[config.mk]
export PLATFORM = sky130hd
export DESIGN_NAME = tick_alarm_table
export DESIGN_NICKNAME = d
export VERILOG_FILES = /design/src/rtl/tat_pkg.sv /design/src/rtl/tat_ram.sv /design/src/rtl/tat_front.sv /design/src/rtl/tat_back.sv /design/src/rtl/tat_resq.sv /design/src/rtl/tick_alarm_table.sv
export SDC_FILE = /design/constraint.sdc
export NUM_CORES = 1
export LEC_CHECK = 0
export BUFFER_PORTS_ARGS = -buffer_cell sky130_fd_sc_hd__buf_2
export CORE_MARGIN = 2
export CORE_UTILIZATION = 30
export DETAILED_ROUTE_END_ITERATION = 10
export GPL_ROUTABILITY_DRIVEN = 0
export GPL_TIMING_DRIVEN = 0
export PLACE_DENSITY = 0.49
export SETUP_SLACK_MARGIN = 0.3
export SYNTH_ARGS = -nofsm -noshare
export SYNTH_HDL_FRONTEND = slang
export SYNTH_SLANG_ARGS = --single-unit
[constraint.sdc]
create_clock -name clk_i -period 8.7 [get_ports clk_i]
set_input_delay 2.175 -clock clk_i [delete_from_list [all_inputs] [get_ports clk_i]]
set_output_delay 2.175 -clock clk_i [all_outputs]
set_load 0.02 [all_outputs]
[src/rtl/tat_pkg.sv]
// Package for the tick alarm table: shared constants, codes and beat structures.
// Used by every module of the block but tat_ram, and by its checker; depends on nothing.
`default_nettype none

package tat_pkg;

  // Defaults for the module parameters.
  localparam int unsigned AlarmSlotsDef = 16;
  localparam int unsigned TagBitsDef    = 8;

  // Fixed field widths of the ports.
  localparam int unsigned TickW = 32;
  localparam int unsigned TagW  = 8;

  // Depth of the small queues on either side of the slot engine.
  localparam int unsigned QueueDepth = 2;

  typedef enum logic {
    OP_TICK = 1'b0,
    OP_ADD  = 1'b1
  } op_e;

  typedef enum logic [1:0] {
    KIND_FIRED  = 2'd0,
    KIND_TICK   = 2'd1,
    KIND_ACCEPT = 2'd2,
    KIND_REJECT = 2'd3
  } kind_e;

  typedef enum logic [1:0] {
    CAUSE_NONE = 2'd0,
    CAUSE_PAST = 2'd1,
    CAUSE_FULL = 2'd2
  } cause_e;

  // One decoded command handed from the front end to the slot engine.
  typedef struct packed {
    op_e              op;
    logic [TickW-1:0] expiry;
    logic [TagW-1:0]  tag;
  } cmd_t;

  // One result beat.
  typedef struct packed {
    kind_e            kind;
    logic [TagW-1:0]  tag;
    cause_e           cause;
    logic [TickW-1:0] tick;
    logic             last;
  } res_t;

endpackage

`default_nettype wire

[src/rtl/tat_ram.sv]
// Generic single-write, single-read RAM with a registered read port.
// Stands alone; holds the expiry and tag of every alarm slot.
`default_nettype none

module tat_ram #(
  parameter int unsigned Width = 8,
  parameter int unsigned Depth = 16,
  localparam int unsigned AddrW = (Depth > 1) ? $clog2(Depth) : 1
) (
  input  wire logic             clk_i,
  input  wire logic             we_i,
  input  wire logic [AddrW-1:0] waddr_i,
  input  wire logic [Width-1:0] wdata_i,
  input  wire logic             re_i,
  input  wire logic [AddrW-1:0] raddr_i,
  output logic      [Width-1:0] rdata_o
);

  logic [Width-1:0] mem_q [Depth];
  logic [Width-1:0] rdata_q;

  // Write port and registered read port; contents are not reset.
  always_ff @(posedge clk_i) begin
    if (we_i) begin
      mem_q[waddr_i] <= wdata_i;
    end
    if (re_i) begin
      rdata_q <= mem_q[raddr_i];
    end
  end

  assign rdata_o = rdata_q;

endmodule

`default_nettype wire

[src/rtl/tat_front.sv]
// Front end of the tick alarm table: accepts input beats into a short queue
// and decodes them into commands for the slot engine. Depends on tat_pkg.
`default_nettype none

module tat_front
  import tat_pkg::*;
(
  input  wire logic            clk_i,
  input  wire logic            rst_ni,
  input  wire logic            push,
  output logic                 full,
  input  wire logic            op_i,
  input  wire logic [TickW-1:0] expiry_time_i,
  input  wire logic [TagW-1:0] alarm_tag_i,
  output logic                 cmd_valid_o,
  output cmd_t                 cmd_o,
  input  wire logic            cmd_ready_i
);

  localparam int unsigned CntW = $clog2(QueueDepth + 1);

  cmd_t            entry_q [QueueDepth];
  logic            wr_ptr_q, wr_ptr_d;
  logic            rd_ptr_q, rd_ptr_d;
  logic [CntW-1:0] cnt_q, cnt_d;
  logic            do_push, do_pop;
  cmd_t            cmd_in;

  // Decode the incoming beat.
  always_comb begin
    cmd_in.op     = op_i ? OP_ADD : OP_TICK;
    cmd_in.expiry = expiry_time_i;
    cmd_in.tag    = alarm_tag_i;
  end

  assign full        = (cnt_q == CntW'(QueueDepth));
  assign do_push     = push && !full;
  assign cmd_valid_o = (cnt_q != '0);
  assign do_pop      = cmd_ready_i && cmd_valid_o;
  assign cmd_o       = entry_q[rd_ptr_q];

  // Pointer and fill count update.
  always_comb begin
    wr_ptr_d = do_push ? ~wr_ptr_q : wr_ptr_q;
    rd_ptr_d = do_pop ? ~rd_ptr_q : rd_ptr_q;
    cnt_d    = cnt_q;
    if (do_push && !do_pop) begin
      cnt_d = cnt_q + CntW'(1);
    end else if (do_pop && !do_push) begin
      cnt_d = cnt_q - CntW'(1);
    end
  end

  always_ff @(posedge clk_i or negedge rst_ni) begin
    if (!rst_ni) begin
      wr_ptr_q <= 1'b0;
      rd_ptr_q <= 1'b0;
      cnt_q    <= '0;
    end else begin
      wr_ptr_q <= wr_ptr_d;
      rd_ptr_q <= rd_ptr_d;
      cnt_q    <= cnt_d;
    end
  end

  // Queue storage needs no reset.
  always_ff @(posedge clk_i) begin
    if (do_push) begin
      entry_q[wr_ptr_q] <= cmd_in;
    end
  end

endmodule

`default_nettype wire

[src/rtl/tat_back.sv]
// Slot engine of the tick alarm table: holds the tick counter and slot valid
// bits, places new alarms and scans the slot RAM on each tick. Uses tat_pkg, tat_ram.
`default_nettype none

module tat_back
  import tat_pkg::*;
#(
  parameter int unsigned AlarmSlots = AlarmSlotsDef,
  parameter int unsigned TagBits    = TagBitsDef
) (
  input  wire logic clk_i,
  input  wire logic rst_ni,
  input  wire logic cmd_valid_i,
  input  wire cmd_t cmd_i,
  output logic      cmd_ready_o,
  input  wire logic res_full_i,
  output logic      res_push_o,
  output res_t      res_o
);

  localparam int unsigned SlotW = (AlarmSlots > 1) ? $clog2(AlarmSlots) : 1;
  localparam int unsigned EntW  = TickW + TagBits;
  localparam logic [SlotW-1:0] LastSlot = SlotW'(AlarmSlots - 1);

  typedef enum logic [1:0] {
    ST_IDLE,
    ST_SCAN,
    ST_DONE
  } state_e;

  state_e                  state_q, state_d;
  logic [SlotW-1:0]        idx_q, idx_d;
  logic [TickW-1:0]        tick_q, tick_d;
  logic [AlarmSlots-1:0]   valid_q, valid_d;

  logic                    free_found;
  logic [SlotW-1:0]        free_idx;
  logic                    ram_we, ram_re;
  logic [SlotW-1:0]        ram_raddr;
  logic [EntW-1:0]         ram_wdata, ram_rdata;
  logic [TickW-1:0]        rd_expiry, diff;
  logic [TagBits-1:0]      rd_tag;
  logic                    fire;

  tat_ram #(
    .Width(EntW),
    .Depth(AlarmSlots)
  ) u_slot_ram (
    .clk_i  (clk_i),
    .we_i   (ram_we),
    .waddr_i(free_idx),
    .wdata_i(ram_wdata),
    .re_i   (ram_re),
    .raddr_i(ram_raddr),
    .rdata_o(ram_rdata)
  );

  // Lowest free slot.
  always_comb begin
    free_found = 1'b0;
    free_idx   = '0;
    for (int i = AlarmSlots - 1; i >= 0; i--) begin
      if (!valid_q[i]) begin
        free_found = 1'b1;
        free_idx   = SlotW'(i);
      end
    end
  end

  // Expiry check on the slot held at the registered RAM read port: wrap-safe signed difference.
  assign rd_expiry = ram_rdata[TagBits +: TickW];
  assign rd_tag    = ram_rdata[TagBits-1:0];
  assign diff      = rd_expiry - tick_q;
  assign fire      = valid_q[idx_q] && diff[TickW-1];
  assign ram_wdata = {cmd_i.expiry, TagBits'(cmd_i.tag)};

  // Next-state logic of the engine.
  always_comb begin
    state_d     = state_q;
    idx_d       = idx_q;
    tick_d      = tick_q;
    valid_d     = valid_q;
    cmd_ready_o = 1'b0;
    res_push_o  = 1'b0;
    ram_we      = 1'b0;
    ram_re      = 1'b0;
    ram_raddr   = idx_q + SlotW'(1);
    res_o.kind  = KIND_TICK;
    res_o.tag   = '0;
    res_o.cause = CAUSE_NONE;
    res_o.tick  = tick_q;
    res_o.last  = 1'b1;

    unique case (state_q)
      ST_IDLE: begin
        cmd_ready_o = !res_full_i;
        if (cmd_valid_i && !res_full_i) begin
          if (cmd_i.op == OP_TICK) begin
            // Count the tick and start the scan at slot zero.
            tick_d    = tick_q + TickW'(1);
            idx_d     = '0;
            ram_re    = 1'b1;
            ram_raddr = '0;
            state_d   = ST_SCAN;
          end else begin
            res_push_o = 1'b1;
            if (cmd_i.expiry < tick_q) begin
              res_o.kind  = KIND_REJECT;
              res_o.cause = CAUSE_PAST;
            end else if (free_found) begin
              res_o.kind        = KIND_ACCEPT;
              ram_we            = 1'b1;
              valid_d[free_idx] = 1'b1;
            end else begin
              res_o.kind  = KIND_REJECT;
              res_o.cause = CAUSE_FULL;
            end
          end
        end
      end
      ST_SCAN: begin
        if (fire) begin
          res_o.kind = KIND_FIRED;
          res_o.tag  = TagW'(rd_tag);
          res_o.last = 1'b0;
        end
        // Move on once any firing beat has been queued.
        if (!fire || !res_full_i) begin
          if (fire) begin
            res_push_o     = 1'b1;
            valid_d[idx_q] = 1'b0;
          end
          if (idx_q == LastSlot) begin
            state_d = ST_DONE;
          end else begin
            idx_d  = idx_q + SlotW'(1);
            ram_re = 1'b1;
          end
        end
      end
      ST_DONE: begin
        if (!res_full_i) begin
          res_push_o = 1'b1;
          state_d    = ST_IDLE;
        end
      end
      default: begin
        state_d = ST_IDLE;
      end
    endcase
  end

  always_ff @(posedge clk_i or negedge rst_ni) begin
    if (!rst_ni) begin
      state_q <= ST_IDLE;
      idx_q   <= '0;
      tick_q  <= '0;
      valid_q <= '0;
    end else begin
      state_q <= state_d;
      idx_q   <= idx_d;
      tick_q  <= tick_d;
      valid_q <= valid_d;
    end
  end

endmodule

`default_nettype wire

[src/rtl/tat_resq.sv]
// Result queue of the tick alarm table: holds result beats until popped.
// Depends on tat_pkg.
`default_nettype none

module tat_resq
  import tat_pkg::*;
(
  input  wire logic clk_i,
  input  wire logic rst_ni,
  input  wire logic res_push_i,
  input  wire res_t res_i,
  output logic      res_full_o,
  output logic      empty,
  input  wire logic pop,
  output res_t      res_o
);

  localparam int unsigned CntW = $clog2(QueueDepth + 1);

  res_t            entry_q [QueueDepth];
  logic            wr_ptr_q, rd_ptr_q;
  logic [CntW-1:0] cnt_q, cnt_d;
  logic            do_push, do_pop;

  assign res_full_o = (cnt_q == CntW'(QueueDepth));
  assign empty      = (cnt_q == '0);
  assign do_push    = res_push_i && !res_full_o;
  assign do_pop     = pop && !empty;
  assign res_o      = entry_q[rd_ptr_q];

  // Fill count follows pushes and pops.
  always_comb begin
    cnt_d = cnt_q;
    if (do_push && !do_pop) begin
      cnt_d = cnt_q + CntW'(1);
    end else if (do_pop && !do_push) begin
      cnt_d = cnt_q - CntW'(1);
    end
  end

  always_ff @(posedge clk_i or negedge rst_ni) begin
    if (!rst_ni) begin
      wr_ptr_q <= 1'b0;
      rd_ptr_q <= 1'b0;
      cnt_q    <= '0;
    end else begin
      if (do_push) begin
        wr_ptr_q <= ~wr_ptr_q;
      end
      if (do_pop) begin
        rd_ptr_q <= ~rd_ptr_q;
      end
      cnt_q <= cnt_d;
    end
  end

  // Storage needs no reset.
  always_ff @(posedge clk_i) begin
    if (do_push) begin
      entry_q[wr_ptr_q] <= res_i;
    end
  end

endmodule

`default_nettype wire

[src/rtl/tick_alarm_table.sv]
// Tick alarm table: an add passes through the input queue and the slot engine into the
// result queue; adds are taken one per cycle while the engine is idle and the result
// queue is not full. On a tick the engine reads slot zero, then checks one slot of the
// slot RAM per cycle unless a firing beat meets a full result queue, then queues the
// tick's done beat, and takes no new command until then. Asynchronous active-low reset
// clears the counter, the valid bits and both queues; slot RAM needs no clearing pass.
`default_nettype none

module tick_alarm_table
  import tat_pkg::*;
#(
  parameter int unsigned ALARM_SLOTS = AlarmSlotsDef,
  parameter int unsigned TAG_BITS    = TagBitsDef
) (
  input  wire logic             clk_i,
  input  wire logic             rst_ni,
  input  wire logic             push,
  output logic                  full,
  input  wire logic             op_i,
  input  wire logic [TickW-1:0] expiry_time_i,
  input  wire logic [TagW-1:0]  alarm_tag_i,
  output logic                  empty,
  input  wire logic             pop,
  output logic [1:0]            kind_o,
  output logic [TagW-1:0]       fired_tag_o,
  output logic [1:0]            reject_cause_o,
  output logic [TickW-1:0]      tick_value_o,
  output logic                  last_o
);

  logic cmd_valid, cmd_ready, res_full, res_push;
  cmd_t cmd;
  res_t res_in, res_out;

  tat_front u_front (
    .clk_i        (clk_i),
    .rst_ni       (rst_ni),
    .push         (push),
    .full         (full),
    .op_i         (op_i),
    .expiry_time_i(expiry_time_i),
    .alarm_tag_i  (alarm_tag_i),
    .cmd_valid_o  (cmd_valid),
    .cmd_o        (cmd),
    .cmd_ready_i  (cmd_ready)
  );

  tat_back #(
    .AlarmSlots(ALARM_SLOTS),
    .TagBits   (TAG_BITS)
  ) u_back (
    .clk_i      (clk_i),
    .rst_ni     (rst_ni),
    .cmd_valid_i(cmd_valid),
    .cmd_i      (cmd),
    .cmd_ready_o(cmd_ready),
    .res_full_i (res_full),
    .res_push_o (res_push),
    .res_o      (res_in)
  );

  tat_resq u_resq (
    .clk_i     (clk_i),
    .rst_ni    (rst_ni),
    .res_push_i(res_push),
    .res_i     (res_in),
    .res_full_o(res_full),
    .empty     (empty),
    .pop       (pop),
    .res_o     (res_out)
  );

  // Result beat onto the ports.
  assign kind_o         = res_out.kind;
  assign fired_tag_o    = res_out.tag;
  assign reject_cause_o = res_out.cause;
  assign tick_value_o   = res_out.tick;
  assign last_o         = res_out.last;

endmodule

`default_nettype wire

Word-level counts from Yosys, hierarchy flattened --
Memories as Yosys holds them, arrays and structs flattened. A register that Yosys moved wholly into a read port is not among the register bits. Index checks and enable logic that the tools add are counted.
Storage, ports and cells: register bits after elaboration 62, bits in writable memories 812, bits of input ports 45, output and inout port bits 47, memories 3
Memories:
- u_back.u_slot_ram.mem_q | words 16, width 40, rd ports 1, clocked after Yosys merged registers in 1, write ports 1, line tat_ram.sv:19 | logic [Width-1:0] mem_q [Depth];
- u_resq.entry_q | words 2, width 45, rd ports 1, clocked after Yosys merged registers in 0, write ports 1, line tat_resq.sv:20 | res_t entry_q [QueueDepth];
- u_front.entry_q | words 2, width 41, rd ports 1, clocked after Yosys merged registers in 0, write ports 1, line tat_front.sv:22 | cmd_t entry_q [QueueDepth];
Cells by class: $add $sub $neg 7, magnitude comparators 5, equality and inequality tests 15, muxes and demuxes 101, bitwise logic cells 8, reduce and logical (&&, ||, !) cells 31
Operators with widths (count):
- 16-bit 2-to-1 mux | 6
- 4-bit 2-to-1 mux | 23
- 1-bit 2-to-1 mux | 45
- 32-bit by 1-bit adder with 32-bit output, second input constant | 1
- 32-bit < comparator | 1
- 2-bit 2-to-1 mux | 16
- 16-bit case mux with 2 select lines | 1
- 32-bit subtractor | 1
- 16-bit bitwise AND | 1
- 16-bit NOT | 1
- 16-bit bitwise OR | 1
- 1-bit logical AND | 12
- 2-bit by 1-bit inequality test with 1-bit output, second input constant | 6
- 4-bit by 5-bit < comparator with 1-bit output, second input constant | 2
- 5-bit AND reduction | 2
- 9-bit 2-to-1 mux | 1
- 1-bit demux with 4-bit select | 2
- 4-bit by 1-bit greater-or-equal comparator with 1-bit output, second input constant | 2
- 1-bit logical NOT | 8
- 8-bit 2-to-1 mux | 1
- 2-bit inequality test, second input constant | 4
- 4-bit case mux with 2 select lines | 1
- 2-bit nonzero test | 4
- 7-bit AND reduction | 1
- 15 further kinds | 24

Depth between registers and ports, before layout --
Gate-level depths: netlist of run 1.
depth after elaboration 26, mapped depth 14, gate-level depth less buffers 14

Modules after synthesis --
From an unflattened synthesis of run 1, not the netlist that was laid out.
Second synthesis, totals: cell total of the unflattened synthesis 1846, area, all modules 36914.2 µm²
Modules (own cells, without submodules):
- tat_ram | instances 1, cells an instance 1040, area each 25532.0 µm²
- tat_back | instances 1, cells an instance 500, area each 4376.7 µm²
- tat_resq | instances 1, cells an instance 159, area each 3643.5 µm²
- tat_front | instances 1, cells an instance 147, area each 3362.0 µm²

Least setup slack after synthesis of run 1 --
OpenSTA, ideal clock, no wires.
path type register to register, start point register u_front.rd_ptr_q, end point memory u_back.u_slot_ram.mem_q[4][0] (netlist bit), enable pin, arrival time 6.995 ns, data required time 8.145 ns, setup slack 1.150 ns, cell stages (with the launch flop) 11, clock period less this slack 7.550 ns, cells stage by stage dfrtp_1 -> clkbuf_1 -> clkbuf_1 -> mux2_2 -> ha_1 -> nand4_1 -> nor4_1 -> a221o_1 -> o21ai_1 -> a21oi_1 -> nor4b_1
RTL lines:
- from (decl) | line tat_front.sv:24 | logic rd_ptr_q, rd_ptr_d;
- from (signal assigned) | line tat_front.sv:61 | rd_ptr_q <= rd_ptr_d;
- to (decl) | line tat_ram.sv:19

==> results of run 1 <==
[kinds of logic (layout without fill, tap and decap cells)]
kind of cell / after synthesis / count (layout) / share of synthesized area (%)
AND/OR/NAND/NOR: 531 / 531 / 7.11
XOR/XNOR: 44 / 44 / 1.03
other: 0 / 2 / 0
AO/OA/AOI/OAI: 584 / 584 / 10.6
flip-flops: 914 / 914 / 72.7
adder cells (fa/ha/maj): 68 / 68 / 2.28
multiplexers: 135 / 135 / 4.07
buffers and inverters: 205 / 517 / 2.22
[state kept, by name, indices dropped and copies added, names as in the netlist]
name and cells:
u_front.rd_ptr_q 1, u_back.idx_q 4, u_front.wr_ptr_q 1, u_front.cnt_q 2, u_resq.wr_ptr_q 1, u_resq.entry_q 90, u_resq.rd_ptr_q 1, u_back.u_slot_ram.rdata_o 40
u_back.u_slot_ram.mem_q 640, u_back.valid_q 16, u_front.entry_q 82, u_resq.cnt_q 2, u_back.state_q 2, u_back.tick_q 32
[Yosys cell counts, drive strengths merged (4+ instances only)]
master / instances
edfxtp: 852
nand2: 217
a211oi: 159
a21oi: 151
clkbuf: 119
and2: 92
mux2: 86
a31oi: 83
o211ai: 82
or3: 81
ha: 68
dfrtp: 62
inv: 50
nor2: 45
mux2i: 44
o32ai: 39
xnor2: 37
buf: 36
nand3: 29
nand4: 18
o21ai: 18
nor3: 16
nor4: 10
o311ai: 10
o2bb2ai: 9
a21o: 8
xor2: 7
mux4: 5
nand2b: 5
nor2b: 5
and3: 4
[report_power, final]
part / internal, mW / leakage, nW / switching, mW
Sequential: 5.74 / 8.56 / 0.139
Combinational: 1.99 / 4.10 / 4.85
Clock: 2.21 / 1.46 / 1.67
[per-stage QoR]
| stage | utilization [%] | area (sq um) |
|---|---|---|
| finish | 35.3 | 43600 |
| detailed placement | 32.9 | 40600 |
| global placement | 32.2 | 39800 |
| floorplan | - | 37300 |
| global route | 35.3 | 43600 |
| CTS | 35.3 | 43600 |
[layer usage]
metal / vias up / part of all wire, % / GRT usage (%)
li1: 10200 / - / -
met1: 11200 / 46 / 23.0
met2: 774 / 45 / 25.0
met3: 138 / 6.6 / 2.83
met4: 4 / 2.1 / 3.89
met5: - / 0.022 / 0
[path summary, 6_finish.rpt]
kind	depth (start not counted)	start	to
setup reg to reg	13	u_front.rd_ptr_q$_DFFE_PN0P_	u_back.u_slot_ram.mem_q[6][27]$_DFFE_PP_
min in group asynchronous	1	rst_ni	u_back.tick_q[1]$_DFFE_PN0P_
hold reg to reg	0	u_back.tick_q[19]$_DFFE_PN0P_	u_resq.entry_q[1][20]$_DFFE_PP_
max in group asynchronous	2	rst_ni	u_back.tick_q[27]$_DFFE_PN0P_
setup / recovery	13	u_front.rd_ptr_q$_DFFE_PN0P_	u_back.u_slot_ram.mem_q[6][27]$_DFFE_PP_
hold / removal	0	u_back.tick_q[19]$_DFFE_PN0P_	u_resq.entry_q[1][20]$_DFFE_PP_
[worst reg2reg max path, cell delays in order (launching register included)]
cell and delay, ns:
dfrtp_1 0.32, clkbuf_1 0.76, clkbuf_1 1.01, mux2_2 0.63, ha_1 0.41, nand4_1 0.11, nor4_1 0.49, a221o_1 0.25
o21ai_1 0.09, and2_1 0.25, nor3_1 0.71, nand2_1 0.40, nor2_4 0.80, buf_12 0.28
[area by class of cell]
| cell class | instances | area share [%] |
|---|---|---|
| tap | 1637 | 4.70 |
| antenna | 2 | 0.0115 |
| inverter | 50 | 0.430 |
| sequential | 914 | 62.2 |
| clock inverter | 47 | 0.803 |
| buffer | 155 | 1.47 |
| timing repair buffer | 136 | 2.50 |
| clock buffer | 129 | 6.03 |
| multi-input combinational | 1362 | 21.8 |
==> results.toml, run 1 <==
[status]
status = "complete, but fails checks"
violations = "max-capacitance violations"

[logic_synthesis]
syn_area_sq_mm = 0.0373
synth-seq-area-share_pct = 72.7
synth_edf_count = 852
synthFlopType = "edfxtp_1"
avgSynthCellArea_sq_um = 15.1
ys_ff_latch = 914
yosysUniqueCellTypes = 61
postSynthCellCount = 2481
synth-async-reset-ratio_pct = 6.78
syn-num-nets = 2594
synth_warnings = 0
synth_top_area_cell = "edfxtp_1"
synth_top_area_share_pct = 68.5
ys_top_cells_by_area = "edfxtp_1 69%, dfrtp_1 4.2%, a211oi_1 3.2%, mux2_2 2.6%, ha_1 2.3%"

[setup_path]
worstSetupStartpointType = "register"
crit_arrival_ns = 7.19
crit_top_cell = "clkbuf_1"
critPathTopFamily = "simple AND/OR/NAND/NOR gates"
path_max_fanout = 21
criticalPathCategory = "register to register"
crit_chain = "clkbuf_1 -> clkbuf_1 -> mux2_2 -> ha_1 -> nand4_1 -> nor4_1 -> a221o_1 -> o21ai_1 -> and2_1 -> nor3_1 -> nand2_1 -> nor2_4 -> buf_12"
worst_setup_path_end_kind = "register"
max_stage_delay_ns = 1.01
crit_buf_inv = 3
r2r_setup_slack_ns = 1.85
slowest_stage = "clkbuf_1"
required_ns = 9.04

[finish]
multi_input_area_sq_mm = 0.00952
drive_gt1_share_pct = 15.3
final_common_cell = "edfxtp_1"
final_cell_mix = "852 x edfxtp_1, 217 x nand2_1, 159 x a211oi_1"
nFillCells = 11800
instances_no_fill = 4432
syn2layout_area_growth_pct = 16.8
nets = 2828
seq_area_sq_mm = 0.0271

[grt]
grt_pass1_wl_mm = 149
grt_pass1_vias = 21900
grt_max_degree = 42
antenna_found_initial = 6
grt-ovfl-total = 0
grtUsageTotal_pct = 16.0

[sta]
relSlewSlack_pct = 0.418
worst_pin_slew_ns = 1.46
fin_crit_sh_pct = 78.7
finalSetupTns_ns = 0
hold_viol_final = 0
skew_ns = 0.0240
maxSlewViolCount = 0
fin_ws_ns = 1.85
min_period_ns = 6.85
fmax_ghz = 0.146
rsz0062_at_grt = "no"
setup_viol = 0
holdWs_ns = 0.491

[place]
portBuffers = 91
post-place-ws_ns = 1.75
dpl.hpwl_mm = 72.4
dp_cells = 4254

[clock_tree]
clk_latency_ns = 0.67
clk_pin_slew_ns = 0.06
cts_tree = "yes"
cts_resized = 0
post_cts_buffers = 0
cts.root.buffer_cell = "clkbuf_16"
cts_max_path_buffers = 3
cts_sinks = 914
cts_made_buffers = 96
h-tree-depth = 3
postCtsHoldBufs = 0

[floorplan]
fp.dieH_um = 357
ios = 92
die_w_um = 357
rows = 129
initial_core_util_pct = 30.2
core_region_area_sq_mm = 0.124
dieArea_sq_mm = 0.127

[route]
drc = 0
routedWlPerCell_um = 23.2
viasPerCell = 5.03
antenna_left = 0
drtIter0Drc = 2351
vias = 22300
first_pass_iters = 6
totalWireLength_mm = 103

[job]
drv_cap = 1

[worst_hold_path]
hp-class = "register to register"

[power]
ir_drop_uv = 204
p_per_area_mw_per_mm2 = 381
total_power_mw = 16.6
p_leak_nw = 14.1
Note: power is estimated with default switching activity, not from simulation.
==> inputs of run 2 (changes only) <==
ABC_AREA = 1   (was not set)
clock period = 7.1 ns   (was 8.7 ns; I/O delays follow)
==> run 2 against run 1 <==
- the run now ends clean
- fmax grew 7.9%
- largest cell class unchanged
- highest routed layer unchanged
- setup slack lost 1.1 ns
- cell count grew 10%
- power up 15%
- via count up 6.8%
- critical path depth increased by 8
- first-iteration DRC count grew 0.60%
- cell area increased by 0.17%
- critical endpoint is now u_back.u_slot_ram.mem_q[10][37]$_DFFE_PP_
- global-route usage increased by 0.89 points
- non-clock buffer count up 3
==> results.toml, run 2 <==
[route]
routedWlPerCell_um = 22.1
totalWireLength_mm = 108
highest-signal-layer = "met5"
met1Wirelength_mm = 49.4
drtIter0Drc = 2365
wl_met2_mm = 48.2
first_pass_iters = 5
viasPerCell = 4.87
vias = 23800
drc = 0
antenna_left = 0
route.met3.wl_mm = 8.12

[logic_synthesis]
synth-seq-area-share_pct = 72.8
synth_top_area_cell = "edfxtp_1"
yosysUniqueCellTypes = 40
synthFlopType = "edfxtp_1"
syn-num-nets = 3042
ys_ff_latch = 914
synth_top_area_share_pct = 68.7
synth_most_common_cell = "edfxtp_1"
avgSynthCellArea_sq_um = 12.7
synth_warnings = 0
synth_common_cells = "852 x edfxtp_1, 482 x nand2_1, 441 x nor2_1, 264 x nor3_1, 161 x o221ai_1"
ys_top_cells_by_area = "edfxtp_1 69%, nand2_1 4.9%, nor2_1 4.4%, dfrtp_1 4.2%, o221ai_1 3.8%"
syn_area_sq_mm = 0.0373
postSynthCellCount = 2929
synth_edf_count = 852
synth-async-reset-ratio_pct = 6.78

[clock_tree]
post_cts_buffers = 0
h-tree-depth = 3
clk_pin_slew_ns = 0.06
cts_made_buffers = 98
cts.root.buffer_cell = "clkbuf_16"
postCtsHoldBufs = 0
cts_max_path_buffers = 3
cts_sinks = 914
cts_tree = "yes"
clk_latency_ns = 0.68

[sta]
fmax_ghz = 0.157
finalSetupTns_ns = 0
worst_pin_slew_ns = 1.37
relSlewSlack_pct = 8.39
maxSlewViolCount = 0
fin_crit_sh_pct = 89.5
skew_ns = 0.0289
fin_ws_ns = 0.748
hold_viol_final = 0
setup_viol = 0
min_period_ns = 6.35
rsz0062_at_grt = "no"

[setup_path]
crit_chain = "buf_6 -> inv_1 -> clkdlybuf4s15_1 -> clkbuf_2 -> nand2_1 -> nand2_1 -> ha_1 -> nand2_1 -> inv_1 -> o21ai_0 -> a21oi_1 -> nor4_1 -> nand2_1 -> nand2_1 -> nand2_1 -> nand3_1 -> clkbuf_2 -> nor3_2 -> buf_6 -> buf_6 -> buf_6"
worst_setup_path_end_kind = "register"
slowest_stage = "nor3_2"
worstSetupStartpointType = "register"
path_max_fanout = 17
required_ns = 7.46
crit_arrival_ns = 6.72
criticalPathCategory = "register to register"
r2r_setup_slack_ns = 0.75
max_stage_delay_ns = 0.60
crit_top_cell = "nand2_1"

[finish]
design_area_sq_mm = 0.0437
nets = 3280
largest_register = "u_back.u_slot_ram.mem_q"
fin_util_pct = 35.4
top_regs = "u_back.u_slot_ram.mem_q (640), u_resq.entry_q (90), u_front.entry_q (82)"
drive_gt1_share_pct = 11.2
final_common_cell = "edfxtp_1"
largest_reg_flops = 640
syn2layout_area_growth_pct = 17.3
final_cell_mix = "852 x edfxtp_1, 481 x nand2_1, 428 x nor2_1"
nFillCells = 12100

[place]
portBuffers = 91
post-place-ws_ns = 0.130
dpl.hpwl_mm = 75.3
dpl-instance-area_sq_mm = 0.0406

[floorplan]
die_w_um = 356
initial_core_util_pct = 30.2
rows = 129
ios = 92
dieArea_sq_mm = 0.127
fp.dieH_um = 356
core_region_area_sq_mm = 0.123

[power]
ir_drop_uv = 267
p_per_area_mw_per_mm2 = 436
p_leak_nw = 15.1

[grt]
antenna_found_initial = 16
grtUsageTotal_pct = 16.9
grt_pass1_vias = 23300
grt-ovfl-total = 0
grt_pass1_wl_mm = 157
grt_max_degree = 62

[status]
status = "finished, final reports clean"

[job]
drv_cap = 0

[worst_hold_path]
hp-class = "register to register"
==> run 2: changes by cell type after synthesis, moves of 108 or more <==
| cell | previous run | this run |
|---|---|---|
| nor2_1 | 45 | 441 |
| nand2_1 | 217 | 482 |
| a211oi_1 | 159 | 1 |
| a21oi_1 | 151 | 43 |
| o221ai_1 | 2 | 161 |
| nor3_1 | 16 | 264 |
==> run 2: layout make-up <==
class	instances	area (sq um)	share of cell area, %
diodes	1	2.50	0.00573
plain buffers	156	659	1.51
clock buffers	126	2590	5.93
clock inverters	58	518	1.19
inverters	115	432	0.988
multi-input cells	1744	9170	21.0
flip-flops and latches	914	27100	62.1
well taps	1637	2050	4.69
repair buffers	138	1130	2.59
==> run 2: kinds of logic (layout without fill, tap and decap cells) <==
group / Yosys count / in the layout / share of synthesized area, %
compound gates: 292 / 292 / 5.76
flops: 914 / 914 / 72.8
buf+inv: 271 / 593 / 2.91
xor+xnor: 37 / 37 / 0.870
fa+ha+maj: 68 / 68 / 2.28
other cells: 0 / 1 / 0
simple gates: 1347 / 1347 / 15.3
==> run 2: where the power goes <==
group	internal, mW	switching [mW]
registers	7.36	0.204
logic	1.54	4.98
clock network	2.87	2.11
total	11.8	7.29
==> run 2: final timing paths <==
| path | start | end | cells after the start |
|---|---|---|---|
| hold reg to reg | u_back.tick_q[16]$_DFFE_PN0P_ | u_resq.entry_q[0][17]$_DFFE_PP_ | 0 |
| max in group asynchronous | rst_ni | u_back.tick_q[29]$_DFFE_PN0P_ | 2 |
| min in group asynchronous | rst_ni | u_front.rd_ptr_q$_DFFE_PN0P_ | 1 |
| setup / recovery | u_front.rd_ptr_q$_DFFE_PN0P_ | u_back.u_slot_ram.mem_q[10][37]$_DFFE_PP_ | 21 |
| hold / removal | u_back.tick_q[16]$_DFFE_PN0P_ | u_resq.entry_q[0][17]$_DFFE_PP_ | 0 |
| setup reg to reg | u_front.rd_ptr_q$_DFFE_PN0P_ | u_back.u_slot_ram.mem_q[10][37]$_DFFE_PP_ | 21 |
==> run 2: worst max-delay path: cells and delay by family, from the launching register on <==
family / cells / cell delay, ns
adders and majority gates: 1 / 0.57
AOI/OAI and AO/OA: 2 / 0.26
and+or+nand+nor: 9 / 2.28
DFF: 1 / 0.34
buffers and inverters: 9 / 2.55
==> run 2: what timing repair did <==
item,4_1_cts,5_1_grt
endpoints found under the setup margin,136,69
resized for setup,1,4
gates cloned,0,0
==> run 2: routing by layer <==
metal | global-route usage [%] | up-vias
met5 | 0.741 | -
met4 | 3.79 | 24
met3 | 4.24 | 154
met2 | 26.2 | 790
met1 | 23.7 | 11600
li1 | - | 11200
==> run 2: stage by stage <==
stage	total power [mW]	cells	hold slack, ns
2_1_floorplan	11.3	2929	0.442
3_3_place_gp	14.1	4657	0.475
3_5_place_dp	14.2	4704	0.481
4_1_cts	19.2	4888	0.494
5_1_grt	20.1	4889	0.511
6_report	19.1	4889	0.487
